File: src/rtl/core/tfn_pkg.sv
// tfn_pkg: shared types, widths and register codes for the face normal block
// no dependencies
`timescale 1ns / 1ps
`default_nettype none
package tfn_pkg;

  localparam int CoordW = 24;
  localparam int EdgeW  = 25;
  localparam int CrossW = 51;
  localparam int MagW   = 30;
  localparam int SqW    = 62;
  localparam int LenW   = 31;
  localparam int NormW  = 16;
  localparam int DivW   = 46;   // numerator width: a << 15 plus len
  localparam int QuoW   = 16;   // quotient bits developed by the divider chain

  localparam logic [0:0] REG_INVERT = 1'b0;

  typedef struct packed {
    logic signed [CoordW-1:0] p0_x;
    logic signed [CoordW-1:0] p0_y;
    logic signed [CoordW-1:0] p0_z;
    logic signed [CoordW-1:0] p1_x;
    logic signed [CoordW-1:0] p1_y;
    logic signed [CoordW-1:0] p1_z;
    logic signed [CoordW-1:0] p2_x;
    logic signed [CoordW-1:0] p2_y;
    logic signed [CoordW-1:0] p2_z;
  } in_word_t;

  typedef struct packed {
    logic signed [NormW-1:0] normal_x;
    logic signed [NormW-1:0] normal_y;
    logic signed [NormW-1:0] normal_z;
    logic                    degenerate;
  } out_word_t;

  // token that travels the sqrt chain
  typedef struct packed {
    logic                 vld;
    logic [2:0]           neg;
    logic                 degen;
    logic [MagW-1:0]      a0;
    logic [MagW-1:0]      a1;
    logic [MagW-1:0]      a2;
    logic [SqW-1:0]       rem;
    logic [SqW-1:0]       res;
  } sq_tok_t;

  // token that travels the divide chain
  typedef struct packed {
    logic                 vld;
    logic [2:0]           neg;
    logic                 degen;
    logic [LenW:0]        den;
    logic [DivW-1:0]      r0;
    logic [DivW-1:0]      r1;
    logic [DivW-1:0]      r2;
    logic [QuoW-1:0]      q0;
    logic [QuoW-1:0]      q1;
    logic [QuoW-1:0]      q2;
  } dv_tok_t;

endpackage
`default_nettype wire

File: src/rtl/core/tfn_sqrt_cell.sv
// tfn_sqrt_cell: one digit step of the restoring square root chain
// depends on tfn_pkg
`timescale 1ns / 1ps
`default_nettype none
module tfn_sqrt_cell
  import tfn_pkg::*;
#(
  parameter int Step = 0
) (
  input  wire logic    clk,
  input  wire logic    rst_n,
  input  wire logic    en,
  input  wire sq_tok_t tok_in,
  output sq_tok_t      tok_out
);

  localparam logic [SqW-1:0] Bit = SqW'(1) << (2 * (30 - Step));

  sq_tok_t tok_r, tok_nxt;

  always_comb begin
    tok_nxt = tok_in;
    if (tok_in.rem >= tok_in.res + Bit) begin
      tok_nxt.rem = tok_in.rem - (tok_in.res + Bit);
      tok_nxt.res = (tok_in.res >> 1) + Bit;
    end else begin
      tok_nxt.res = tok_in.res >> 1;
    end
  end

  always_ff @(posedge clk) begin
    if (!rst_n) begin
      tok_r.vld <= 1'b0;
    end else if (en) begin
      tok_r <= tok_nxt;
    end
  end

  assign tok_out = tok_r;

endmodule
`default_nettype wire

File: config.mk
export PLATFORM = sky130hd
export DESIGN_NAME = tfn_sqrt_cell
export DESIGN_NICKNAME = d
export VERILOG_FILES = /design/src/rtl/core/tfn_pkg.sv /design/src/rtl/core/tfn_sqrt_cell.sv
export SDC_FILE = /design/constraint.sdc
export NUM_CORES = 1
export LEC_CHECK = 0
export ABC_AREA = 1
export BUFFER_PORTS_ARGS = -buffer_cell sky130_fd_sc_hd__buf_2
export CAP_MARGIN = 20
export CORE_AREA = 2 2 172 174
export DETAILED_ROUTE_END_ITERATION = 6
export DIE_AREA = 0 0 174 176
export PLACE_DENSITY_LB_ADDON = 0.25
export SLEW_MARGIN = 20
export SYNTH_ARGS = -nofsm -noshare
export SYNTH_HDL_FRONTEND = slang
export SYNTH_SLANG_ARGS = --single-unit
File: constraint.sdc
create_clock -name clk -period 7.2 [get_ports clk]
set_input_delay 1.08 -clock clk [delete_from_list [all_inputs] [get_ports clk]]
set_output_delay 1.08 -clock clk [all_outputs]
set_load 0.05 [all_outputs]
==> Implementation_results.wiki <==
{| class="wikitable"
! Metric !! Value
|-
| Outcome || completed
|-
| Proportion of synthesized chip area in sequential cells || 47.36%
|-
| Type of the worst setup path || input port to flip-flop
|-
| Core outline area || 28,550 um2
|-
| Area share of the leading cell type in the synthesized netlist || 47.22%
|-
| Global route overflow || 0
|-
| CP Data Arrival Time || 3.75 ns
|-
| Floorplan die area || 30,620 um2
|-
| Site row count || 62
|-
| Global routing usage summed across all routing layers || 30.44%
|-
| Wire per inst || 18.27 um
|-
| Number of failing setup endpoints in the final timing report || 0
|-
| Die Span X || 174 um
|-
| Starting Density || 48.56%
|-
| Post-Syn Instances || 1,763
|-
| Cell area after synthesis || 13,860 um2
|-
| Nets || 2,504
|-
| Leading cell types by count after synthesis || nand2_1, inv_1, edfxtp_1, nor2_1, nand3_1
|-
| Max-slew headroom at the worst pin || 28.23%
|-
| Count of flip-flops with a built-in enable after synthesis || 218
|-
| Sum of net half-perimeters after detailed placement || 39.77 mm
|-
| Transition time at the pin with the least slew margin || 1.077 ns
|-
| H-Tree Level Count || 1
|-
| Clk Latency, worst-skew pair || 0.53 ns
|-
| Start point of the worst hold path || tok_out[218]
|-
| Final critical delay including setup and external delays || 3.487 ns
|-
| R2R depth || 2
|-
| Via total after detailed routing || 12,770
|-
| Clock buffers created by TritonCTS || 25
|-
| Count of fill cells added during filler insertion || 2,754
|-
| IR Drop Worst-Case VDD || 0.1732 mV
|-
| Count of hold-fix buffers inserted at cts || 0
|-
| FFs w/ async S/R, synth || 0%
|-
| Number of setup buffers added after CTS || 0
|-
| Element type at the critical path end || flip-flop
|-
| Start point of the critical path || tok_in[62]
|-
| Vias per inst || 4.877
|-
| Flop and latch count out of synthesis || 219
|-
| Total of warnings raised by yosys || 0
|-
| Area overhead of the layout relative to synthesis || 24.12%
|-
| Max FFs per register || 219
|-
| Worst min-delay path category || flip-flop to flip-flop
|-
| Maximum operating frequency || 0.2868 GHz
|-
| Final-layout setup total negative slack || 0 ns
|-
| Max_cap viols || 0
|-
| Number of design rule violations left after detail routing || 0
|-
| Avg Synthesized Cell Area || 7.863 um2
|-
| Weighted congestion at the end of routability-driven global placement || 1.004
|-
| Number of buffers inserted by port buffering || 440
|-
| Required @ worst endpoint || 7.47 ns
|-
| Post-cts repair resize count || 0
|-
| Final setup skew || 0 ns
|-
| IO Count || 441
|-
| Post-synth net total || 2,048
|-
| Number of sinks on the clock net || 219
|-
| Kind of start point of the critical path || input port
|-
| Fraction of layout instances using a drive strength above 1 || 25.91%
|-
| Wire length of the first global-routing pass || 70.90 mm
|-
| Period utilisation layout || 48.43%
|-
| Buffer cell driving the clock tree root || clkbuf_16
|-
| Remaining number of nets flagged by the antenna check after routing || 0
|-
| Power per Cell Area || 228.4 nW/um2
|-
| Ant diodes || 0
|-
| Yosys top cell by area || edfxtp_1
|-
| Number of distinct library cells after synthesis || 31
|-
| Clock edge transition at the registers on the reported setup and hold paths || 0.06 ns
|-
| Initial detailed-routing violation count || 828
|-
| Fin. max-slew vios || 0
|-
| Die boundary height || 176 um
|-
| Static power due to leakage || 9.299 nW
|-
| Highest net fanout along the worst path || 37
|-
| Hold Crit Depth || 2
|-
| Drt pass-1 iters || 6
|-
| Most frequently used cell type in the post-synthesis netlist || nand2_1
|-
| Dominant cells by area after synthesis || edfxtp_1, nand2_1, inv_1
|-
| Number of antenna violations at the first check in global routing || 2
|-
| Number of buffers between clock root and the deepest sink || 3
|-
| Post-layout total power || 3.929 mW
|-
| Maximum number of pins on one net before global-route repair || 90
|-
| Critical R2R Launch || tok_out[218]
|-
| CTS tree || done
|-
| Number of global-route vias before repair || 12,330
|-
| Most used flip-flop cell after synthesis || edfxtp_1
|-
| Final wirelength || 47.84 mm
|-
| RSZ-0062 raised after global routing || false
|-
| Number of hold violations in the final report || 0
|}
## per-stage QoR
| step | hold slack (ns) | utilization, % | instance area, um2 | setup WS (ns) | cells |
|---|---|---|---|---|---|
| floorplan | 0.7535 | - | 13860 | 1.332 | 1763 |
| global placement | 0.5137 | 57.60 | 16440 | 3.135 | 2575 |
| detailed placement | 0.5361 | 57.60 | 16440 | 3.042 | 2575 |
| CTS | 0.5709 | 60.20 | 17190 | 3.593 | 2618 |
| global route | 0.6196 | 60.27 | 17210 | 3.526 | 2619 |
| finish | 0.5736 | 60.27 | 17210 | 3.713 | 2619 |
## cells by family (layout without fill, tap and decap cells)
kind of cell | after synthesis | in the layout | share of synthesized area, %
compound gates | 68 | 68 | 2.527
xor+xnor | 32 | 32 | 2.022
fa+ha+maj | 63 | 63 | 5.740
buf+inv | 443 | 915 | 12.55
flops | 219 | 219 | 47.36
simple gates | 938 | 938 | 29.80
## cells in the final DEF, fill, tap and decap left out, drive strengths merged, types with 2 or more instances in the layout
master,count
and2,5
clkbuf,28
xor2,30
nand2,656
o21ai,32
nor2,122
xnor2,2
edfxtp,218
nor3,12
buf,444
nand3,122
clkinv,12
inv,429
a21oi,35
nand3b,2
nand4,18
ha,62
## report_power, final
group          internal (mW)  switching (mW)
registers               1.53          0.0260
clock network          0.669           0.519
logic                  0.303           0.879
total                   2.50            1.42
## worst paths after layout
path                                     end  slack, ns
worst min-delay path            tok_out[218]       0.57
worst min register to register  tok_out[218]       0.57
worst max-delay path             tok_out[93]       3.71
worst max register to register  tok_out[218]       6.54
## critical path, cell delays in order
cell and delay [ns]:
buf_2 0.08, inv_1 0.05, ha_1 0.21, fa_1 0.40
inv_1 0.10, nand3_1 0.12, nand2_4 0.13, nand2_2 0.05
nand2_2 0.10, nand2_1 0.08, nand2_2 0.14, nand2_1 0.12
nand3_2 0.15, nand3_4 0.52, nand3_1 0.26, nand2_1 0.10
## area by class of cell
cell class / instances / area, um2 / share of cell area (%)
clock buffers: 28 / 636.9 / 3.701
clock inverters: 15 / 106.4 / 0.6181
inverters: 428 / 1614 / 9.380
multi-input cells: 1101 / 5558 / 32.30
flip-flops and latches: 219 / 6566 / 38.16
well taps: 384 / 480.5 / 2.792
repair buffers: 444 / 2245 / 13.05
## routing by layer
metal	GRT usage (%)	wire length [um]	part of all wire, %
met1	38.70	19660	41
met4	6.863	1060	2.2
met2	53.42	23260	49
met3	6.525	3831	8.0
met5	0	27	0.056
(Power assumes the default switching activity.)
