==> config.mk <==
export PLATFORM = sky130hd
export DESIGN_NAME = tfn_div_cell
export DESIGN_NICKNAME = d
export VERILOG_FILES = /design/src/rtl/core/tfn_pkg.sv /design/src/rtl/core/tfn_div_cell.sv
export SDC_FILE = /design/constraint.sdc
export NUM_CORES = 1
export LEC_CHECK = 0
export BUFFER_PORTS_ARGS = -buffer_cell sky130_fd_sc_hd__buf_2
export CAP_MARGIN = 10
export CORE_MARGIN = 2
export CORE_UTILIZATION = 40
export CTS_BUF_LIST = sky130_fd_sc_hd__clkbuf_16
export DETAILED_ROUTE_END_ITERATION = 8
export PLACE_DENSITY = 0.66
export SETUP_SLACK_MARGIN = 0.1
export SLEW_MARGIN = 20
export SYNTH_ARGS = -nofsm -noshare
export SYNTH_HDL_FRONTEND = slang
export SYNTH_SLANG_ARGS = --single-unit
==> constraint.sdc <==
create_clock -name clk -period 13.4 [get_ports clk]
set_input_delay 0 -clock clk [delete_from_list [all_inputs] [get_ports clk]]
set_output_delay 0 -clock clk [all_outputs]
set_load 0.01 [all_outputs]
==> src/rtl/core/tfn_pkg.sv <==
// tfn_pkg: shared types, widths and register codes for the face normal block
// no dependencies
`timescale 1ns / 1ps
`default_nettype none
package tfn_pkg;

  localparam int CoordW = 24;
  localparam int EdgeW  = 25;
  localparam int CrossW = 51;
  localparam int MagW   = 30;
  localparam int SqW    = 62;
  localparam int LenW   = 31;
  localparam int NormW  = 16;
  localparam int DivW   = 46;   // numerator width: a << 15 plus len
  localparam int QuoW   = 16;   // quotient bits developed by the divider chain

  localparam logic [0:0] REG_INVERT = 1'b0;

  typedef struct packed {
    logic signed [CoordW-1:0] p0_x;
    logic signed [CoordW-1:0] p0_y;
    logic signed [CoordW-1:0] p0_z;
    logic signed [CoordW-1:0] p1_x;
    logic signed [CoordW-1:0] p1_y;
    logic signed [CoordW-1:0] p1_z;
    logic signed [CoordW-1:0] p2_x;
    logic signed [CoordW-1:0] p2_y;
    logic signed [CoordW-1:0] p2_z;
  } in_word_t;

  typedef struct packed {
    logic signed [NormW-1:0] normal_x;
    logic signed [NormW-1:0] normal_y;
    logic signed [NormW-1:0] normal_z;
    logic                    degenerate;
  } out_word_t;

  // token that travels the sqrt chain
  typedef struct packed {
    logic                 vld;
    logic [2:0]           neg;
    logic                 degen;
    logic [MagW-1:0]      a0;
    logic [MagW-1:0]      a1;
    logic [MagW-1:0]      a2;
    logic [SqW-1:0]       rem;
    logic [SqW-1:0]       res;
  } sq_tok_t;

  // token that travels the divide chain
  typedef struct packed {
    logic                 vld;
    logic [2:0]           neg;
    logic                 degen;
    logic [LenW:0]        den;
    logic [DivW-1:0]      r0;
    logic [DivW-1:0]      r1;
    logic [DivW-1:0]      r2;
    logic [QuoW-1:0]      q0;
    logic [QuoW-1:0]      q1;
    logic [QuoW-1:0]      q2;
  } dv_tok_t;

endpackage
`default_nettype wire

==> src/rtl/core/tfn_div_cell.sv <==
// tfn_div_cell: one quotient bit of three restoring dividers sharing a divisor
// depends on tfn_pkg
`timescale 1ns / 1ps
`default_nettype none
module tfn_div_cell
  import tfn_pkg::*;
#(
  parameter int Step = 0
) (
  input  wire logic    clk,
  input  wire logic    rst_n,
  input  wire logic    en,
  input  wire dv_tok_t tok_in,
  output dv_tok_t      tok_out
);

  localparam int Sh = QuoW - 1 - Step;
  localparam int ExtW = DivW + QuoW;

  function automatic logic [DivW-1:0] sub_step(input logic [DivW-1:0] r,
                                               input logic [LenW:0] d,
                                               output logic q);
    logic [ExtW-1:0] dd;
    begin
      dd = ExtW'(d) << Sh;
      q  = (ExtW'(r) >= dd);
      sub_step = q ? DivW'(ExtW'(r) - dd) : r;
    end
  endfunction

  dv_tok_t tok_r, tok_nxt;
  logic b0, b1, b2;

  always_comb begin
    tok_nxt = tok_in;
    tok_nxt.r0 = sub_step(tok_in.r0, tok_in.den, b0);
    tok_nxt.r1 = sub_step(tok_in.r1, tok_in.den, b1);
    tok_nxt.r2 = sub_step(tok_in.r2, tok_in.den, b2);
    tok_nxt.q0[Sh] = b0;
    tok_nxt.q1[Sh] = b1;
    tok_nxt.q2[Sh] = b2;
  end

  always_ff @(posedge clk) begin
    if (!rst_n) begin
      tok_r.vld <= 1'b0;
    end else if (en) begin
      tok_r <= tok_nxt;
    end
  end

  assign tok_out = tok_r;

endmodule
`default_nettype wire
==> flow_summary.yaml <==
route:
  drc: 0
  drt_iter0_markers: 719
  vias_per_cell: 5.28
  drt-total-wl_um: 44800
  ant_nets: 0
  avgRoutedWirePerCell_um: 20.1
  vias: 11800
  first_pass_iters: 5
yosys:
  ys.flop_type: "edfxtp_1"
  postSynthCellCount: 1142
  avgSynthCellArea_sq_um: 11.2
  synthTopCellsByArea: "edfxtp_1 (52%), ha_1 (9.1%), a21oi_1 (4.3%)"
  synth_top_area_cell: "edfxtp_1"
  synthesis.area_sq_um: 12800
  syn-num-nets: 1464
  synth-edff-count: 222
  synthesis.yosys.warnings: 0
  synth_top_area_frac: 0.520
  yosysUniqueCellTypes: 79
  synth_seq_cells: 223
  ys_seq_area_frac: 0.522
  synthArstFlopShare: 0
global_routing:
  grt_use_total: 0.258
  use_met2: 0.435
  grt_pass1_vias: 11900
  use_met3: 0.0492
  antenna_found_initial: 5
  grt_pass1_wl_um: 66200
  grt_start_max_net_pins: 149
  overflow: 0
  grt_most_used_layer: "met2"
  met1_usage: 0.323
worst_setup_path:
  worst_path_largest_cell_delay_ns: 0.52
  crit_path_end_kind: "register"
  path_cells: "dlygate4sd3_1, buf_2, ha_1, inv_1, fa_1, a211oi_1, o21ai_2, o22ai_2, o31ai_4, a31oi_1, or3b_1, a21bo_1, buf_4, mux2_1"
  timing_worst_setup_path_type: "in -> reg"
  arrival_ns: 4.27
  crit_path_start_kind: "primary input"
  crit_family: "compound AO/OA/AOI/OAI gates"
  cp.required_ns: 13.70
  path_buf_inv: 4
  path_max_fanout: 45
  cp_slowest_cell: "dlygate4sd3_1"
power:
  cellPowerDensity_nw_per_um2: 111
  seq_power_share: 0.410
  ir_worst_vdd_v: 0.000110
  p_int_mw: 1.46
  clkPwrFrac: 0.342
  leakage_nw: 8.09
  netSwitchingFraction: 0.291
  comb_power_share: 0.247
  p_total_mw: 2.06
  switchingPower_mw: 0.600
place:
  dp.cells: 1959
  place_area_sq_um: 15400
  port_buffers: 445
  pre_cts_ws_ns: 9.46
  place_congestion: 0.892
  hpwl_um: 31600
die:
  core.rowCount: 65
  start_util: 0.406
  die_w_um: 183
  die_h_um: 183
  dieArea_sq_um: 33500
  ios: 449
  core_sq_um: 31600
sta:
  fin_crit_sh: 0.296
  clock_skew_ns: 0
  fin_crit_ns: 3.96
  rsz0062_at_grt: "no"
  worstMarginPinSlew_ns: 1.02
  timing.fmax_ghz: 0.252
  slew_headroom: 0.317
  fin_ws_ns: 9.44
  setup_viol: 0
  hold_viol: 0
  maxSlewViolCount: 0
  whs_ns: 0.159
  setup_tns_ns: 0
clock_network:
  cts.sinks: 223
  h-tree-depth: 1
  clkSlewWorstSetupHoldPaths_ns: 0.06
  cts_setup_buffers: 0
  worstSkewPairLatency_ns: 0.55
  cts_resized: 0
  cts_tree: "yes"
  cts-root-buf: "clkbuf_16"
  postCtsHoldBufs: 221
  max-clock-path-buffers: 3
  cts_buffers: 27
min_path:
  hold_class: "in -> reg"
cells_and_area:
  final_cell_count_no_fill: 2235
  postLayoutCellArea_sq_um: 18500
  post-route-util: 0.586
  drive_gt1_frac: 0.282
  largest_register_ffs: 223
  layout.nets: 2129
  area.growth.synth_to_final_pct: 44.4
run_status:
  status: "finished, final reports clean"
flow_run:
  maxCapViolCount: 0
==> per-layer routing <==
layer,vias to the layer above,share of wire
met1,5579,0.42
met5,-,0.00025
li1,5661,-
met4,2,0.048
met3,97,0.068
met2,465,0.47
==> cell type report <==
cell class | instances | area, sq um
multi-input combinational | 833 | 5780
clock inverter | 23 | 166
sequential | 223 | 6690
clock buffer | 27 | 676
tap | 402 | 503
fill | 2581 | 13100
timing repair buffer | 669 | 4470
antenna | 5 | 12.5
inverter | 53 | 201
==> final timing paths <==
path,from,end,slack [ns],depth (start not counted)
setup / recovery,tok_in[186],tok_out[64],9.44,14
hold / removal,tok_in[30],tok_out[30],0.16,2
setup reg to reg,tok_out[222],tok_out[222],12.25,3
hold reg to reg,tok_out[222],tok_out[222],1.09,3
==> cell usage in the layout (no fill, tap or decap), drive strengths merged, types with 4 or more instances in the layout <==
cell         synthesis  routed
buf                 11     448
edfxtp             222     222
dlygate4sd3          0     221
a21oi              111     111
nand2              110     110
o21ai               96      96
ha                  93      93
inv                 53      64
nor2                60      60
a21o                46      46
xnor2               45      45
xor2                35      35
clkbuf              22      27
o21a                19      19
nand4               15      15
nand3               13      13
nor2b               13      13
mux2                12      12
and3                11      11
nor3                11      11
nor4                10      10
o21bai               9       9
a31oi                9       9
o31ai                9       9
a211oi               8       8
clkinv               0       8
and4                 7       7
o211ai               7       7
nand2b               7       7
and2                 7       7
diode                0       5
or2                  4       4
a221oi               4       4
o22ai                4       4
==> worst reg2reg max path, cell delays in order, from the launching register on <==
cell,delay [ns]
dfxtp_1,0.31
mux2i_1,0.12
nor2b_1,0.06
dlygate4sd3_1,0.55
==> power by group through the flow <==
stage | combinational [mW] | clock [mW] | sequential (mW)
after floorplan | 0.256 | 0 | 0.895
after global placement | 0.444 | 0 | 0.859
after detailed placement | 0.450 | 0 | 0.859
after CTS | 0.504 | 0.720 | 0.846
after global routing | 0.558 | 0.744 | 0.851
final | 0.510 | 0.706 | 0.847
==> Yosys cell counts (7+ instances only) <==
cell type	number
o21bai_1	9
nor4_1	10
nor2b_1	13
mux2_2	8
edfxtp_1	222
a21oi_1	111
xnor2_1	45
a211oi_1	7
inv_1	52
o21a_1	18
o31ai_1	7
clkbuf_1	22
nor3_1	11
a21o_1	46
and3_1	11
nor2_1	60
and4_1	7
a31oi_1	8
ha_1	93
nand2_1	110
and2_1	7
o211ai_1	7
nand2b_1	7
nand3_1	13
buf_2	8
nand4_1	15
o21ai_0	91
xor2_1	35
==> kinds of logic (layout without fill, tap and decap cells) <==
kind of cell,after synthesis,in the layout,share of synthesized area
buf+inv,86,772,0.0279
mux,14,14,0.0130
flops,223,223,0.522
other cells,0,5,0
simple gates,284,284,0.107
fa+ha+maj,96,96,0.0955
xor+xnor,80,80,0.0547
compound gates,359,359,0.181
(Power assumes the default switching activity.)
